--- src/rtl/dmgt_pkg.sv ---
// ----------------------------------------------------------------------------
// dmgt_pkg
// Shared types, register addresses and constants for the divider / timer.
// ----------------------------------------------------------------------------
package dmgt_pkg;

  localparam int unsigned ElapsedBitsDefault = 8;

  localparam int unsigned DivBits   = 16;
  localparam int unsigned ByteBits  = 8;
  localparam int unsigned AddrBits  = 16;
  localparam int unsigned CtrlBits  = 3;
  localparam int unsigned PeriodBits = 11;

  // Opcodes
  localparam logic [1:0] OpAdvance = 2'd0;
  localparam logic [1:0] OpRead    = 2'd1;
  localparam logic [1:0] OpWrite   = 2'd2;

  // Register addresses
  localparam logic [AddrBits-1:0] AddrDiv  = 16'hFF04;
  localparam logic [AddrBits-1:0] AddrTima = 16'hFF05;
  localparam logic [AddrBits-1:0] AddrTma  = 16'hFF06;
  localparam logic [AddrBits-1:0] AddrTac  = 16'hFF07;

  localparam int unsigned  TacEnableBit = 2;
  localparam logic [7:0]   TacReadOnes  = 8'hF8;
  localparam logic [7:0]   OpenBus      = 8'hFF;
  localparam logic [7:0]   CounterMax   = 8'hFF;

  // Controller to datapath
  typedef struct packed {
    logic load;    // take the accepted transaction, advance divider and, if enabled, accumulator
    logic step;    // one prescale step: accumulator minus period, counter plus one or reload on overflow
    logic finish;  // register access and result capture
  } dmgt_cmd_t;

  // Datapath to controller
  typedef struct packed {
    logic step_due;  // timer enabled and accumulator at or above the period
    logic out_free;  // result register can take a new result this cycle
  } dmgt_status_t;

  function automatic logic [PeriodBits-1:0] step_period(input logic [1:0] sel);
    logic [PeriodBits-1:0] p;
    unique case (sel)
      2'd0:    p = 11'd1024;
      2'd1:    p = 11'd16;
      2'd2:    p = 11'd64;
      default: p = 11'd256;
    endcase
    return p;
  endfunction

endpackage

--- src/rtl/dmgt_ctrl.sv ---
// ----------------------------------------------------------------------------
// dmgt_ctrl
// Sequencer: accepts a transaction, runs prescale steps, then finishes.
// ----------------------------------------------------------------------------
module dmgt_ctrl import dmgt_pkg::*; (
  input  logic         clk_i,
  input  logic         rst_ni,
  input  logic         in_valid_i,
  output logic         in_stall_o,
  input  dmgt_status_t status_i,
  output dmgt_cmd_t    cmd_o
);

  typedef enum logic [1:0] {
    S_IDLE  = 2'b01,
    S_DRAIN = 2'b10
  } state_e;

  state_e state_q, state_d;

  always_comb begin
    state_d     = state_q;
    cmd_o       = '0;
    in_stall_o  = 1'b1;
    unique case (state_q)
      S_IDLE: begin
        in_stall_o = 1'b0;
        if (in_valid_i) begin
          cmd_o.load = 1'b1;
          state_d    = S_DRAIN;
        end
      end
      S_DRAIN: begin
        if (status_i.step_due) begin
          cmd_o.step = 1'b1;
        end else if (status_i.out_free) begin
          cmd_o.finish = 1'b1;
          state_d      = S_IDLE;
        end
      end
      default: begin
        state_d = S_IDLE;
      end
    endcase
  end

  always_ff @(posedge clk_i or negedge rst_ni) begin
    if (!rst_ni) begin
      state_q <= S_IDLE;
    end else begin
      state_q <= state_d;
    end
  end

endmodule

--- src/rtl/dmgt_datapath.sv ---
// ----------------------------------------------------------------------------
// dmgt_datapath
// Divider, prescale accumulator, counter, registers and the result register.
// ----------------------------------------------------------------------------
module dmgt_datapath import dmgt_pkg::*; #(
  parameter int unsigned ElapsedBits = ElapsedBitsDefault
) (
  input  logic                   clk_i,
  input  logic                   rst_ni,
  input  dmgt_cmd_t              cmd_i,
  output dmgt_status_t           status_o,
  input  logic [1:0]             opcode_i,
  input  logic [ElapsedBits-1:0] elapsed_i,
  input  logic [AddrBits-1:0]    address_i,
  input  logic [ByteBits-1:0]    write_data_i,
  output logic                   out_valid_o,
  input  logic                   out_stall_i,
  output logic [ByteBits-1:0]    read_data_o,
  output logic                   timer_irq_o
);

  localparam int unsigned ClkBits = ElapsedBits + 2;
  // accumulator holds a remainder below 1024 plus one item's clocks
  localparam int unsigned AccBits = ((ClkBits > PeriodBits) ? ClkBits : PeriodBits) + 1;

  logic [DivBits-1:0]  div_q, div_d;
  logic [AccBits-1:0]  acc_q, acc_d;
  logic [ByteBits-1:0] tima_q, tima_d;
  logic [ByteBits-1:0] tma_q, tma_d;
  logic [CtrlBits-1:0] tac_q, tac_d;
  logic                irq_q, irq_d;

  logic [1:0]          op_q;
  logic [AddrBits-1:0] addr_q;
  logic [ByteBits-1:0] wdata_q;

  logic                out_valid_q;
  logic [ByteBits-1:0] rdata_q;
  logic                out_irq_q;

  logic [ClkBits-1:0]    clocks;
  logic [AccBits-1:0]    period;
  logic                  enabled;
  logic [ByteBits-1:0]   rdata;

  assign clocks  = {elapsed_i, 2'b00};
  assign enabled = tac_q[TacEnableBit];
  assign period  = AccBits'(step_period(tac_q[1:0]));

  assign status_o.step_due = enabled && (acc_q >= period);
  assign status_o.out_free = !out_valid_q || !out_stall_i;

  always_comb begin
    rdata = 8'h00;
    if (op_q == OpRead) begin
      unique case (addr_q)
        AddrDiv:  rdata = div_q[DivBits-1 -: ByteBits];
        AddrTima: rdata = tima_q;
        AddrTma:  rdata = tma_q;
        AddrTac:  rdata = {5'b0, tac_q} | TacReadOnes;
        default:  rdata = OpenBus;
      endcase
    end
  end

  always_comb begin
    div_d  = div_q;
    acc_d  = acc_q;
    tima_d = tima_q;
    tma_d  = tma_q;
    tac_d  = tac_q;
    irq_d  = irq_q;
    if (cmd_i.load) begin
      div_d = div_q + DivBits'(clocks);
      irq_d = 1'b0;
      if (enabled) begin
        acc_d = acc_q + AccBits'(clocks);
      end
    end
    if (cmd_i.step) begin
      acc_d = acc_q - period;
      if (tima_q == CounterMax) begin
        tima_d = tma_q;
        irq_d  = 1'b1;
      end else begin
        tima_d = tima_q + 8'd1;
      end
    end
    if (cmd_i.finish && (op_q == OpWrite)) begin
      unique case (addr_q)
        AddrDiv:  div_d  = '0;
        AddrTima: tima_d = wdata_q;
        AddrTma:  tma_d  = wdata_q;
        AddrTac:  tac_d  = wdata_q[CtrlBits-1:0];
        default:  ;
      endcase
    end
  end

  always_ff @(posedge clk_i or negedge rst_ni) begin
    if (!rst_ni) begin
      div_q       <= '0;
      acc_q       <= '0;
      tima_q      <= '0;
      tma_q       <= '0;
      tac_q       <= '0;
      irq_q       <= 1'b0;
      out_valid_q <= 1'b0;
    end else begin
      div_q  <= div_d;
      acc_q  <= acc_d;
      tima_q <= tima_d;
      tma_q  <= tma_d;
      tac_q  <= tac_d;
      irq_q  <= irq_d;
      if (cmd_i.finish) begin
        out_valid_q <= 1'b1;
      end else if (!out_stall_i) begin
        out_valid_q <= 1'b0;
      end
    end
  end

  // transaction and result payload
  always_ff @(posedge clk_i) begin
    if (cmd_i.load) begin
      op_q    <= opcode_i;
      addr_q  <= address_i;
      wdata_q <= write_data_i;
    end
    if (cmd_i.finish) begin
      rdata_q   <= rdata;
      out_irq_q <= irq_q;
    end
  end

  assign out_valid_o = out_valid_q;
  assign read_data_o = rdata_q;
  assign timer_irq_o = out_irq_q;

`ifndef NO_ASSERTIONS
  a_step_only_enabled: assert property (@(posedge clk_i) disable iff (!rst_ni)
    cmd_i.step |-> enabled)
    else $error("prescale step while timer disabled");

  a_acc_drained: assert property (@(posedge clk_i) disable iff (!rst_ni)
    cmd_i.finish |=> (acc_q < AccBits'(1024)))
    else $error("accumulator not drained below largest period");

  a_irq_cleared: assert property (@(posedge clk_i) disable iff (!rst_ni)
    cmd_i.load |=> !irq_q)
    else $error("overflow flag not cleared for new transaction");

  a_result_from_finish: assert property (@(posedge clk_i) disable iff (!rst_ni)
    $rose(out_valid_q) |-> $past(cmd_i.finish))
    else $error("result raised without finished transaction");
`endif

endmodule

--- src/rtl/divider_and_reloading_timer.sv ---
// ----------------------------------------------------------------------------
// divider_and_reloading_timer
// An accepted transaction is loaded, then takes n prescale steps, where n is
//   (remainder + 4 * elapsed) / period when enabled, one step per cycle; the
//   result is registered when the output is free. No new transaction is taken
//   until the last one has finished.
// Reset clears the control and timer registers at once; no clearing pass.
// ----------------------------------------------------------------------------
module divider_and_reloading_timer import dmgt_pkg::*; #(
  parameter int unsigned ElapsedBits = ElapsedBitsDefault
) (
  input  logic                   clk_i,
  input  logic                   rst_ni,
  input  logic                   in_valid_i,
  output logic                   in_stall_o,
  input  logic [1:0]             opcode_i,
  input  logic [ElapsedBits-1:0] elapsed_i,
  input  logic [AddrBits-1:0]    address_i,
  input  logic [ByteBits-1:0]    write_data_i,
  output logic                   out_valid_o,
  input  logic                   out_stall_i,
  output logic [ByteBits-1:0]    read_data_o,
  output logic                   timer_irq_o
);

  dmgt_cmd_t    cmd;
  dmgt_status_t status;

  dmgt_ctrl u_ctrl (
    .clk_i      (clk_i),
    .rst_ni     (rst_ni),
    .in_valid_i (in_valid_i),
    .in_stall_o (in_stall_o),
    .status_i   (status),
    .cmd_o      (cmd)
  );

  dmgt_datapath #(
    .ElapsedBits (ElapsedBits)
  ) u_datapath (
    .clk_i        (clk_i),
    .rst_ni       (rst_ni),
    .cmd_i        (cmd),
    .status_o     (status),
    .opcode_i     (opcode_i),
    .elapsed_i    (elapsed_i),
    .address_i    (address_i),
    .write_data_i (write_data_i),
    .out_valid_o  (out_valid_o),
    .out_stall_i  (out_stall_i),
    .read_data_o  (read_data_o),
    .timer_irq_o  (timer_irq_o)
  );

endmodule
--- config.mk ---
export PLATFORM = sky130hd
export DESIGN_NAME = divider_and_reloading_timer
export DESIGN_NICKNAME = d
export VERILOG_FILES = /design/src/rtl/dmgt_pkg.sv /design/src/rtl/dmgt_ctrl.sv /design/src/rtl/dmgt_datapath.sv /design/src/rtl/divider_and_reloading_timer.sv
export SDC_FILE = /design/constraint.sdc
export NUM_CORES = 1
export LEC_CHECK = 0
export BUFFER_PORTS_ARGS = -buffer_cell sky130_fd_sc_hd__buf_4
export CAP_MARGIN = 20
export CORE_MARGIN = 5
export CORE_UTILIZATION = 30
export CTS_BUF_LIST = sky130_fd_sc_hd__clkbuf_8
export DETAILED_ROUTE_END_ITERATION = 7
export GPL_TIMING_DRIVEN = 0
export SYNTH_ARGS = -nofsm -noshare
export SYNTH_HDL_FRONTEND = slang
export SYNTH_SLANG_ARGS = --single-unit
--- constraint.sdc ---
create_clock -name clk_i -period 5.5 [get_ports clk_i]
set_input_delay 0.275 -clock clk_i [delete_from_list [all_inputs] [get_ports clk_i]]
set_output_delay 0.275 -clock clk_i [all_outputs]
set_load 0.01 [all_outputs]
# [Word level (Yosys, flattened, before mapping)]
# Cells that the tools add are included.
[op_classes] n_lt_le_gt_ge=1 n_mux=28 reduce_logical=12 addsub=4 eq_ne=15
[op_table] cell="16-bit equality test (second input constant)" n=4
[op_table] cell="16-bit 2-to-1 mux" n=3
[op_table] cell="12-bit 2-to-1 mux" n=3
[op_table] cell="11-bit one-hot mux with 3 select lines" n=1
[op_table] cell="8-bit 2-to-1 mux" n=4
[op_table] cell="8-bit one-hot mux with 4 select lines" n=1
[op_table] cell="16-bit by 10-bit adder with 16-bit output" n=1
[op_table] cell="12-bit by 10-bit adder with 12-bit output" n=1
[op_table] cell="12-bit by 11-bit greater-or-equal comparator with 1-bit output" n=1
[op_table] cell="12-bit by 11-bit subtractor with 12-bit output" n=1
[op_table] cell="1-bit 2-to-1 mux" n=11
[op_table] cell="8-bit by 1-bit adder with 8-bit output (second input constant)" n=1
[op_table] cell="8-bit equality test (second input constant)" n=1
[op_table] cell="2-bit 2-to-1 mux" n=4
[op_table] cell="2-bit by 1-bit equality test with 1-bit output (second input constant)" n=3
[op_table] cell="2-bit equality test (second input constant)" n=3
[op_table] cell="2-bit inequality test (second input constant)" n=3
[op_table] cell="2-bit AND reduction" n=3
[op_table] cell="2-bit one-hot mux with 2 select lines" n=1
[op_table] cell="2-bit nonzero test" n=2
[op_table] cell="3-bit AND reduction" n=1
[op_table] cell="1-bit logical AND" n=2
[op_table] cell="1-bit zero test" n=2
[op_table] cell="2-bit zero test" n=1
[op_table] cell="2 further kinds" n=2
[totals] out_inout_bits=11 ff_bits=86 inputBits=38 wordCells=73

# [Depth between registers and ports, before layout]
# Gate-level depths: netlist of run 1.
[logic_depth] depth_word=9 depth_mapped=11 depth_no_buf=9

# [Cells and area by module]
# Synthesis of run 1 repeated with hierarchy kept, for this count alone.
[hier_totals] cells_unflattened=413 hier_area_um2=4576.9
[by_module_without_submodules] mod="dmgt_datapath" instances=1 area_each_um2=4458.0 cells_per_inst=403 seq_area_each_um2=2177.1
[by_module_without_submodules] mod="dmgt_ctrl" instances=1 area_each_um2=118.9 cells_per_inst=10 seq_area_each_um2=51.3

# [Least setup slack after synthesis of run 1]
# Ideal clock, no wire load.
[synth_timing] path_type="flip-flop to flip-flop" start="register u_datapath.tac_q[0]" end="register u_datapath.tac_q[0]" path_stages_with_launch=9 period_less_slack_ns=2.814 setup_time_ns=0.125 arrival_ns=2.689 t_required_ns=5.375 slack_ns=2.686 n_path_buf=0 cell_sequence="dfrtp_1 > or2_2 > ha_1 > or4_1 > nor3b_2 > a211oi_2 > or2_1 > or3_4 > mux2_4"
[synth_between] elab_chain_cells=8
[synth_lines] item="start: declaration" line_no="dmgt_datapath.sv:30" rtl="logic [CtrlBits-1:0] tac_q, tac_d;"
[synth_lines] item="start signal: assignment" line_no="dmgt_datapath.sv:114" rtl="tac_q <= tac_d;"
[synth_lines] item="2-bit equality test (tied with other cells)" line_no="dmgt_pkg.sv:46" rtl="unique case (sel)"
[synth_lines] item="11-bit one-hot mux with 3 select lines (*)" line_no="dmgt_pkg.sv:46"
[synth_lines] item="12-bit by 11-bit greater-or-equal comparator with 1-bit output (*)" line_no="dmgt_datapath.sv:50" rtl="assign status_o.step_due = enabled && (acc_q >= period);"
[synth_lines] item="1-bit logical AND (*)" line_no="dmgt_datapath.sv:50"
[synth_lines] item="1-bit 2-to-1 mux (*)" line_no="dmgt_ctrl.sv:34" rtl="if (status_i.step_due) begin"
[synth_lines] item="2-bit 2-to-1 mux (*)" line_no="dmgt_ctrl.sv:25" rtl="unique case (state_q)"
[synth_lines] item="1-bit logical AND (*)" line_no="dmgt_datapath.sv:89" rtl="if (cmd_i.finish && (op_q == OpWrite)) begin"
[synth_lines] item="2-bit AND reduction (no source line) (*)"
# Mark *: on every way between the ends. The rest lies on a longest branch, timed or not.
# A chain may end at the register's enable or synchronous reset.

# [Worst setup path after layout of run 1]
[layout_timing] start="register u_datapath.tac_q[0]" end="register u_datapath.tima_q[0]"
[layout_between] elab_chain_cells=9
[layout_lines] item="2-bit equality test (tied with other cells)" line_no="dmgt_pkg.sv:46"
[layout_lines] item="11-bit one-hot mux with 3 select lines (*)" line_no="dmgt_pkg.sv:46"
[layout_lines] item="12-bit by 11-bit greater-or-equal comparator with 1-bit output (*)" line_no="dmgt_datapath.sv:50"
[layout_lines] item="1-bit logical AND (*)" line_no="dmgt_datapath.sv:50"
[layout_lines] item="1-bit 2-to-1 mux" line_no="dmgt_ctrl.sv:34"
[layout_lines] item="2-bit 2-to-1 mux (*)" line_no="dmgt_ctrl.sv:25"
[layout_lines] item="8-bit 2-to-1 mux" line_no="dmgt_datapath.sv:80" rtl="if (cmd_i.step) begin"
[layout_lines] item="8-bit 2-to-1 mux" line_no="dmgt_datapath.sv:90" rtl="unique case (addr_q)"
[layout_lines] item="8-bit 2-to-1 mux (*)" line_no="dmgt_datapath.sv:89"
[layout_lines] item="via u_datapath.tima_d[0]" line_no="dmgt_datapath.sv:28" rtl="logic [ByteBits-1:0] tima_q, tima_d;"
[layout_lines] item="end signal: assignment" line_no="dmgt_datapath.sv:112" rtl="tima_q <= tima_d;"
[layout_lines] item="end: declaration" line_no="dmgt_datapath.sv:28"
# The timed path passes the listed nets; every way through them passes the cells marked *.

==> results.py, run 1 <==
metrics = {
    "timing": {
        "slew_violations": 0,
        "post-route-min-period_ns": 3.45,
        "slew_headroom_pct": 38.7,
        "worst_pin_slew_ns": 0.919,
        "fin_tns_setup_ns": 0,
        "finalSetupViolCount": 0,
        "clock_skew_ns": 0.0125,
        "holdWs_ns": 0.0874,
        "fmax_ghz": 0.290,
        "rsz0062_at_grt": "no",
        "period_share_pct": 62.7,
        "timing_hold_violations_final": 0,
    },
    "setup_path": {
        "r2r_end": "u_datapath.tima_q[0]$_DFF_PN0_",
        "cp-start-kind": "flop",
        "crit_start": "u_datapath.tac_q[0]$_DFFE_PN0P_",
        "critPathCapture": "u_datapath.tima_q[0]$_DFF_PN0_",
        "crit_required_ns": 5.77,
        "path_max_fanout": 10,
        "crit_arrival_ns": 3.72,
        "endpoint_kind": "flop",
        "crit_type": "flop to flop",
        "reg2reg_slack_ns": 2.05,
        "rr_startpoint": "u_datapath.tac_q[0]$_DFFE_PN0P_",
        "rr_worst_depth": 10,
    },
    "synth": {
        "yosysSeqAreaShare_pct": 49.7,
        "netlist_area_um2": 4480,
        "ys.warnings.count": 0,
        "synth_cells": 409,
        "synth_edf_count": 35,
        "ys.flop_type": "dfrtp_1",
        "yosysMostFrequentCell": "dfrtp_1",
        "yosys.area.top_type": "dfrtp_1",
        "ys_ff_latch": 82,
        "synthTopCellsByCount": "dfrtp_1, nand2_1, edfxtp_1",
        "async_flop_share_pct": 57.3,
        "syn_nets": 471,
        "yosysUniqueCellTypes": 65,
        "synth.top_cells.by_area": "dfrtp_1, edfxtp_1, ha_1",
        "syn_area_per_cell_um2": 11.0,
        "synth_top_area_share_pct": 25.7,
    },
    "cells_and_area": {
        "drive_gt1_share_pct": 20.7,
        "final_cell_area_um2": 5280,
        "synthToLayoutAreaGrowth_pct": 17.7,
        "final_nets": 531,
        "stdcell_count": 658,
        "fillers": 1416,
        "antennaDiodeCount": 0,
    },
    "pwr": {
        "power_density_nw_per_um2": 293,
        "leakage_nw": 2.18,
        "power_w": 0.00155,
        "ir_drop_uv": 124,
    },
    "global_route": {
        "overflow": 0,
        "grt_usage_pct": 12.9,
        "grt_max_degree": 48,
        "first_global_vias": 3623,
        "grt_pass1_wl_um": 18400,
        "antenna_found_initial": 0,
    },
    "placed_design": {
        "dp.cells": 641,
        "gp_congestion": 0.832,
        "port-buffer-count": 48,
        "place_area_um2": 5080,
        "hpwlAfterDp_um": 8240,
    },
    "clock_network": {
        "numCtsBuffers": 9,
        "cts_root_buf": "clkbuf_8",
        "cts_buffer_depth": 2,
        "ctsResizeCount": 0,
        "cts_setup_buffers": 0,
        "cts.sinks": 82,
        "cts_tree": "done",
        "htreeDepth": 3,
        "clk_pin_slew_worst_paths_ns": 0.09,
        "insertion_delay_ns": 0.36,
    },
    "min_path": {
        "holdCritPathClass": "primary input to flop",
        "holdPathStages": 1,
    },
    "routing": {
        "via_per_inst": 5.14,
        "postRouteAntennaNets": 0,
        "drtIter0Drc": 147,
        "drc_errors": 0,
        "wl_per_cell_um": 16.5,
        "vias": 3380,
        "dr.pass1.iters": 4,
        "wl_um": 10900,
    },
    "outcome": {
        "status": "complete, no violations",
    },
    "floorplanning": {
        "ios": 49,
        "initial_utilization_pct": 30.7,
        "die-area_um2": 17500,
        "core_area_um2": 14600,
        "die_width_um": 132,
        "die_h_um": 132,
        "row_count": 44,
    },
    "run": {
        "cap_violations": 0,
    },
}
registers in the layout (all words and copies together) (netlist names):
name / count
u_datapath.op_q: 2
u_datapath.div_q: 14
u_datapath.out_valid_o: 1
u_datapath.timer_irq_o: 1
u_datapath.read_data_o: 8
u_datapath.tma_q: 8
u_datapath.irq_q: 1
u_datapath.addr_q: 16
u_datapath.tac_q: 3
u_datapath.tima_q: 8
u_datapath.wdata_q: 8
u_datapath.acc_q: 10
u_ctrl.state_q: 2
how the worst min path moves through the flow:
| stage | from | end | slack (ns) |
|---|---|---|---|
| after floorplan | rst_ni | u_ctrl.state_q[1]$_DFFE_PN0P_ | -0.02 |
| after global placement | rst_ni | u_datapath.div_q[4]$_DFF_PN0_ | 0.34 |
| after detailed placement | rst_ni | u_datapath.div_q[4]$_DFF_PN0_ | 0.34 |
| after CTS | address_i[2] | u_datapath.addr_q[2]$_DFFE_PP_ | 0.07 |
| after global routing | address_i[2] | u_datapath.addr_q[2]$_DFFE_PP_ | 0.05 |
| final | write_data_i[4] | u_datapath.wdata_q[4]$_DFFE_PP_ | 0.09 |
layout by cell type, fill, tap and decap left out, types with 4 or more instances in the layout:
cell and count:
a211oi_1 14, a21o_1 5, a21oi_1 23, a31oi_1 8
buf_4 48, clkbuf_1 9, clkbuf_8 9, dfrtp_1 46
edfxtp_1 35, ha_1 22, inv_1 13, mux2_2 14
nand2_1 45, nand2b_1 10, nand3_1 9, nand4_1 5
nor2_1 25, nor2b_1 5, o21ai_0 22, o22ai_1 5
or2_2 4, xnor2_1 15
per-layer routing:
metal	up-vias	GRT usage, %	wire length [µm]
li1	1659	-	-
met2	66	21.1	5270
met4	0	4.52	214
met1	1642	16.2	4890
met3	13	3.78	504
met5	-	0	0
what timing repair did:
item / CTS / global route
endpoints found under the hold margin: 46 / 0
setup endpoints to repair: 0 / 0
hold buffers: 1 / 0
per-stage QoR:
step	setup WS [ns]	util, %
final	2.05	36.2
after floorplan	2.69	-
after detailed placement	2.09	34.8
after global routing	1.85	36.2
after global placement	2.20	34.8
after CTS	2.09	36.2
where the power goes:
part           internal [W]  switching (W)  total (W)
logic              0.000163       0.000192   0.000356
registers          0.000707      0.0000499   0.000757
clock network      0.000209       0.000227   0.000436
total               0.00108       0.000470    0.00155
worst max-delay path: stages (launching register included):
cell and delay, ns:
dfrtp_1 0.43, nand2b_1 0.18, ha_1 0.37, nor4b_1 0.28
nand2_1 0.14, a211oi_2 0.64, and2_0 0.21, clkbuf_1 0.27
clkbuf_1 0.47, o21ai_0 0.15, o31ai_1 0.22
logic make-up (layout without fill, tap and decap cells):
kind of cell	after synthesis	in the layout	synth area share (%)
flip-flops	82	82	49.7
AND/OR/NAND/NOR	131	131	15.3
AO/OA/AOI/OAI	108	108	16.1
buffers and inverters	25	90	2.15
adder cells (fa/ha/maj)	24	24	7.03
XOR/XNOR	18	18	3.52
multiplexers	21	21	6.25
cell type report:
| type | count | area, µm² | area share, % |
|---|---|---|---|
| sequential | 82 | 2230 | 42.2 |
| tap | 184 | 230 | 4.36 |
| timing repair buffer | 49 | 370 | 7.01 |
| buffer | 13 | 52.6 | 0.995 |
| clock buffer | 9 | 124 | 2.35 |
| clock inverter | 7 | 70.1 | 1.33 |
| multi-input combinational | 302 | 2160 | 40.9 |
| inverter | 12 | 45.0 | 0.853 |
Note: power is estimated with default switching activity, not from simulation.
==> run 2: changes to the inputs <==
Clock period 5.5 ns to 3.3 ns, I/O delays scaled along.
==> results.py, run 2 (same netlist as run 1, synthesis figures left out) <==
metrics = {
    "setup_path": {
        "crit_chain": "or2_2, ha_1, or4_1, nor3b_2, a211oi_4, or2_1, nor2_1",
        "path_max_fanout": 10,
        "endpoint_kind": "flop",
        "crit_family": "simple AND/OR/NAND/NOR gates",
        "slowest_delay_ns": 0.58,
        "cp-start-kind": "flop",
        "crit_required_ns": 3.30,
        "crit_buf_inv": 0,
        "crit_arrival_ns": 3.18,
        "crit_type": "flop to flop",
        "cp_slowest_cell": "nor2_1",
    },
    "routing": {
        "vias": 3469,
        "drc_errors": 0,
        "wl_per_cell_um": 16.2,
        "drtIter0Drc": 137,
        "wl_um": 11100,
        "postRouteAntennaNets": 0,
        "dr.pass1.iters": 4,
        "via_per_inst": 5.07,
    },
    "global_route": {
        "antenna_found_initial": 0,
        "grt_usage_pct": 13.1,
        "first_global_vias": 3743,
        "overflow": 0,
        "grt_pass1_wl_um": 18800,
        "grt_max_degree": 48,
    },
    "placed_design": {
        "place_area_um2": 5080,
        "gp_congestion": 0.832,
        "port-buffer-count": 48,
        "hpwlAfterDp_um": 8240,
        "pre_cts_ws_ns": -0.106,
    },
    "timing": {
        "fin_tns_setup_ns": 0,
        "worst_pin_slew_ns": 0.915,
        "slew_headroom_pct": 39.0,
        "period_share_pct": 96.3,
        "fin_ws_ns": 0.121,
        "post-route-min-period_ns": 3.18,
        "timing_hold_violations_final": 0,
        "slew_violations": 0,
        "finalSetupViolCount": 0,
        "fmax_ghz": 0.315,
        "rsz0062_at_grt": "yes",
        "clock_skew_ns": 0.00986,
    },
    "outcome": {
        "status": "complete, no violations",
    },
    "clock_network": {
        "cts_root_buf": "clkbuf_8",
        "insertion_delay_ns": 0.36,
        "cts_tree": "done",
        "cts.sinks": 82,
        "clk_pin_slew_worst_paths_ns": 0.08,
        "cts_setup_buffers": 0,
        "cts_buffer_depth": 2,
        "numCtsBuffers": 9,
        "htreeDepth": 3,
    },
    "cells_and_area": {
        "multiInputGateArea_um2": 2170,
        "reg.largest.list": "u_datapath.addr_q: 16 flops, u_datapath.div_q: 14 flops, u_datapath.acc_q: 10 flops",
        "synthToLayoutAreaGrowth_pct": 23.9,
        "antennaDiodeCount": 0,
        "final_cell_mix": "buf_4, dfrtp_1, nand2_1",
        "final_nets": 557,
        "drive_gt1_share_pct": 20.0,
        "largest_register_ff_count": 16,
        "fillers": 1391,
        "seq_area_um2": 2230,
        "max_flop_register": "u_datapath.addr_q",
        "final_common_cell": "buf_4",
        "final_cell_area_um2": 5560,
    },
    "pwr": {
        "leakage_nw": 2.29,
        "power_density_nw_per_um2": 470,
        "power_w": 0.00261,
        "ir_drop_uv": 206,
    },
    "floorplanning": {
        "die_width_um": 132,
        "die_h_um": 132,
        "initial_utilization_pct": 30.7,
        "core_area_um2": 14600,
        "ios": 49,
        "die-area_um2": 17500,
        "row_count": 44,
    },
    "min_path": {
        "holdCritPathClass": "primary input to flop",
    },
    "run": {
        "cap_violations": 0,
    },
}
[run 2: report_power, final]
part | switching, W | leakage [nW] | internal [W]
sequential | 0.0000833 | 0.939 | 0.00118
clock | 0.000381 | 0.0947 | 0.000348
combinational | 0.000326 | 1.25 | 0.000292
[run 2: timing repair]
item | CTS | global route
hold buffers | 27 | 0
endpoints found under the setup margin | 4 | 9
gates resized for setup | 1 | 3
pin swaps | 0 | 0
endpoints found under the hold margin | 72 | 0
[run 2: through the flow]
stage | std cells | utilization [%] | hold WS [ns]
finish | 684 | 38.1 | 0.142
global route | 684 | 38.1 | 0.163
CTS | 684 | 38.0 | 0.138
detailed placement | 641 | 34.8 | 0.230
global placement | 641 | 34.8 | 0.225
floorplan | 409 | - | -0.131
[run 2: layout make-up]
cell class | instances | area share [%]
plain buffers | 13 | 0.968
flip-flops and latches | 82 | 40.1
clock inverters | 7 | 1.26
well taps | 184 | 4.14
multi-input cells | 302 | 39.1
clock buffers | 9 | 2.23
inverters | 12 | 0.811
repair buffers | 75 | 11.4
[run 2: worst reg2reg max path: stages (launching register included)]
cell	delay [ns]
dfrtp_1	0.45
or2_2	0.30
ha_1	0.22
or4_1	0.54
nor3b_2	0.27
a211oi_4	0.16
or2_1	0.30
nor2_1	0.58
[run 2: worst paths after layout]
path                                            startpoint  slack [ns]  cells past startpoint                                      end
hold / removal                                elapsed_i[0]        0.14                      4          u_datapath.acc_q[2]$_DFFE_PN0P_
setup / recovery           u_datapath.tac_q[1]$_DFFE_PN0P_        0.12                      7  u_datapath.read_data_o[4]$_SDFFCE_PP0P_
min in group asynchronous                           rst_ni        0.34                      2            u_datapath.div_q[4]$_DFF_PN0_
max in group asynchronous                           rst_ni        2.52                      2          u_datapath.tma_q[0]$_DFFE_PN0P_
setup reg to reg           u_datapath.tac_q[1]$_DFFE_PN0P_        0.12                      7  u_datapath.read_data_o[4]$_SDFFCE_PP0P_
hold reg to reg                 u_datapath.irq_q$_DFF_PN0_        0.47                      0         u_datapath.timer_irq_o$_DFFE_PP_
[run 2: metal layers]
layer / wire length, µm / GRT usage (%)
met5: 0 / 0
met4: 214 / 4.69
met3: 473 / 3.51
met2: 5470 / 21.7
met1: 4920 / 16.6
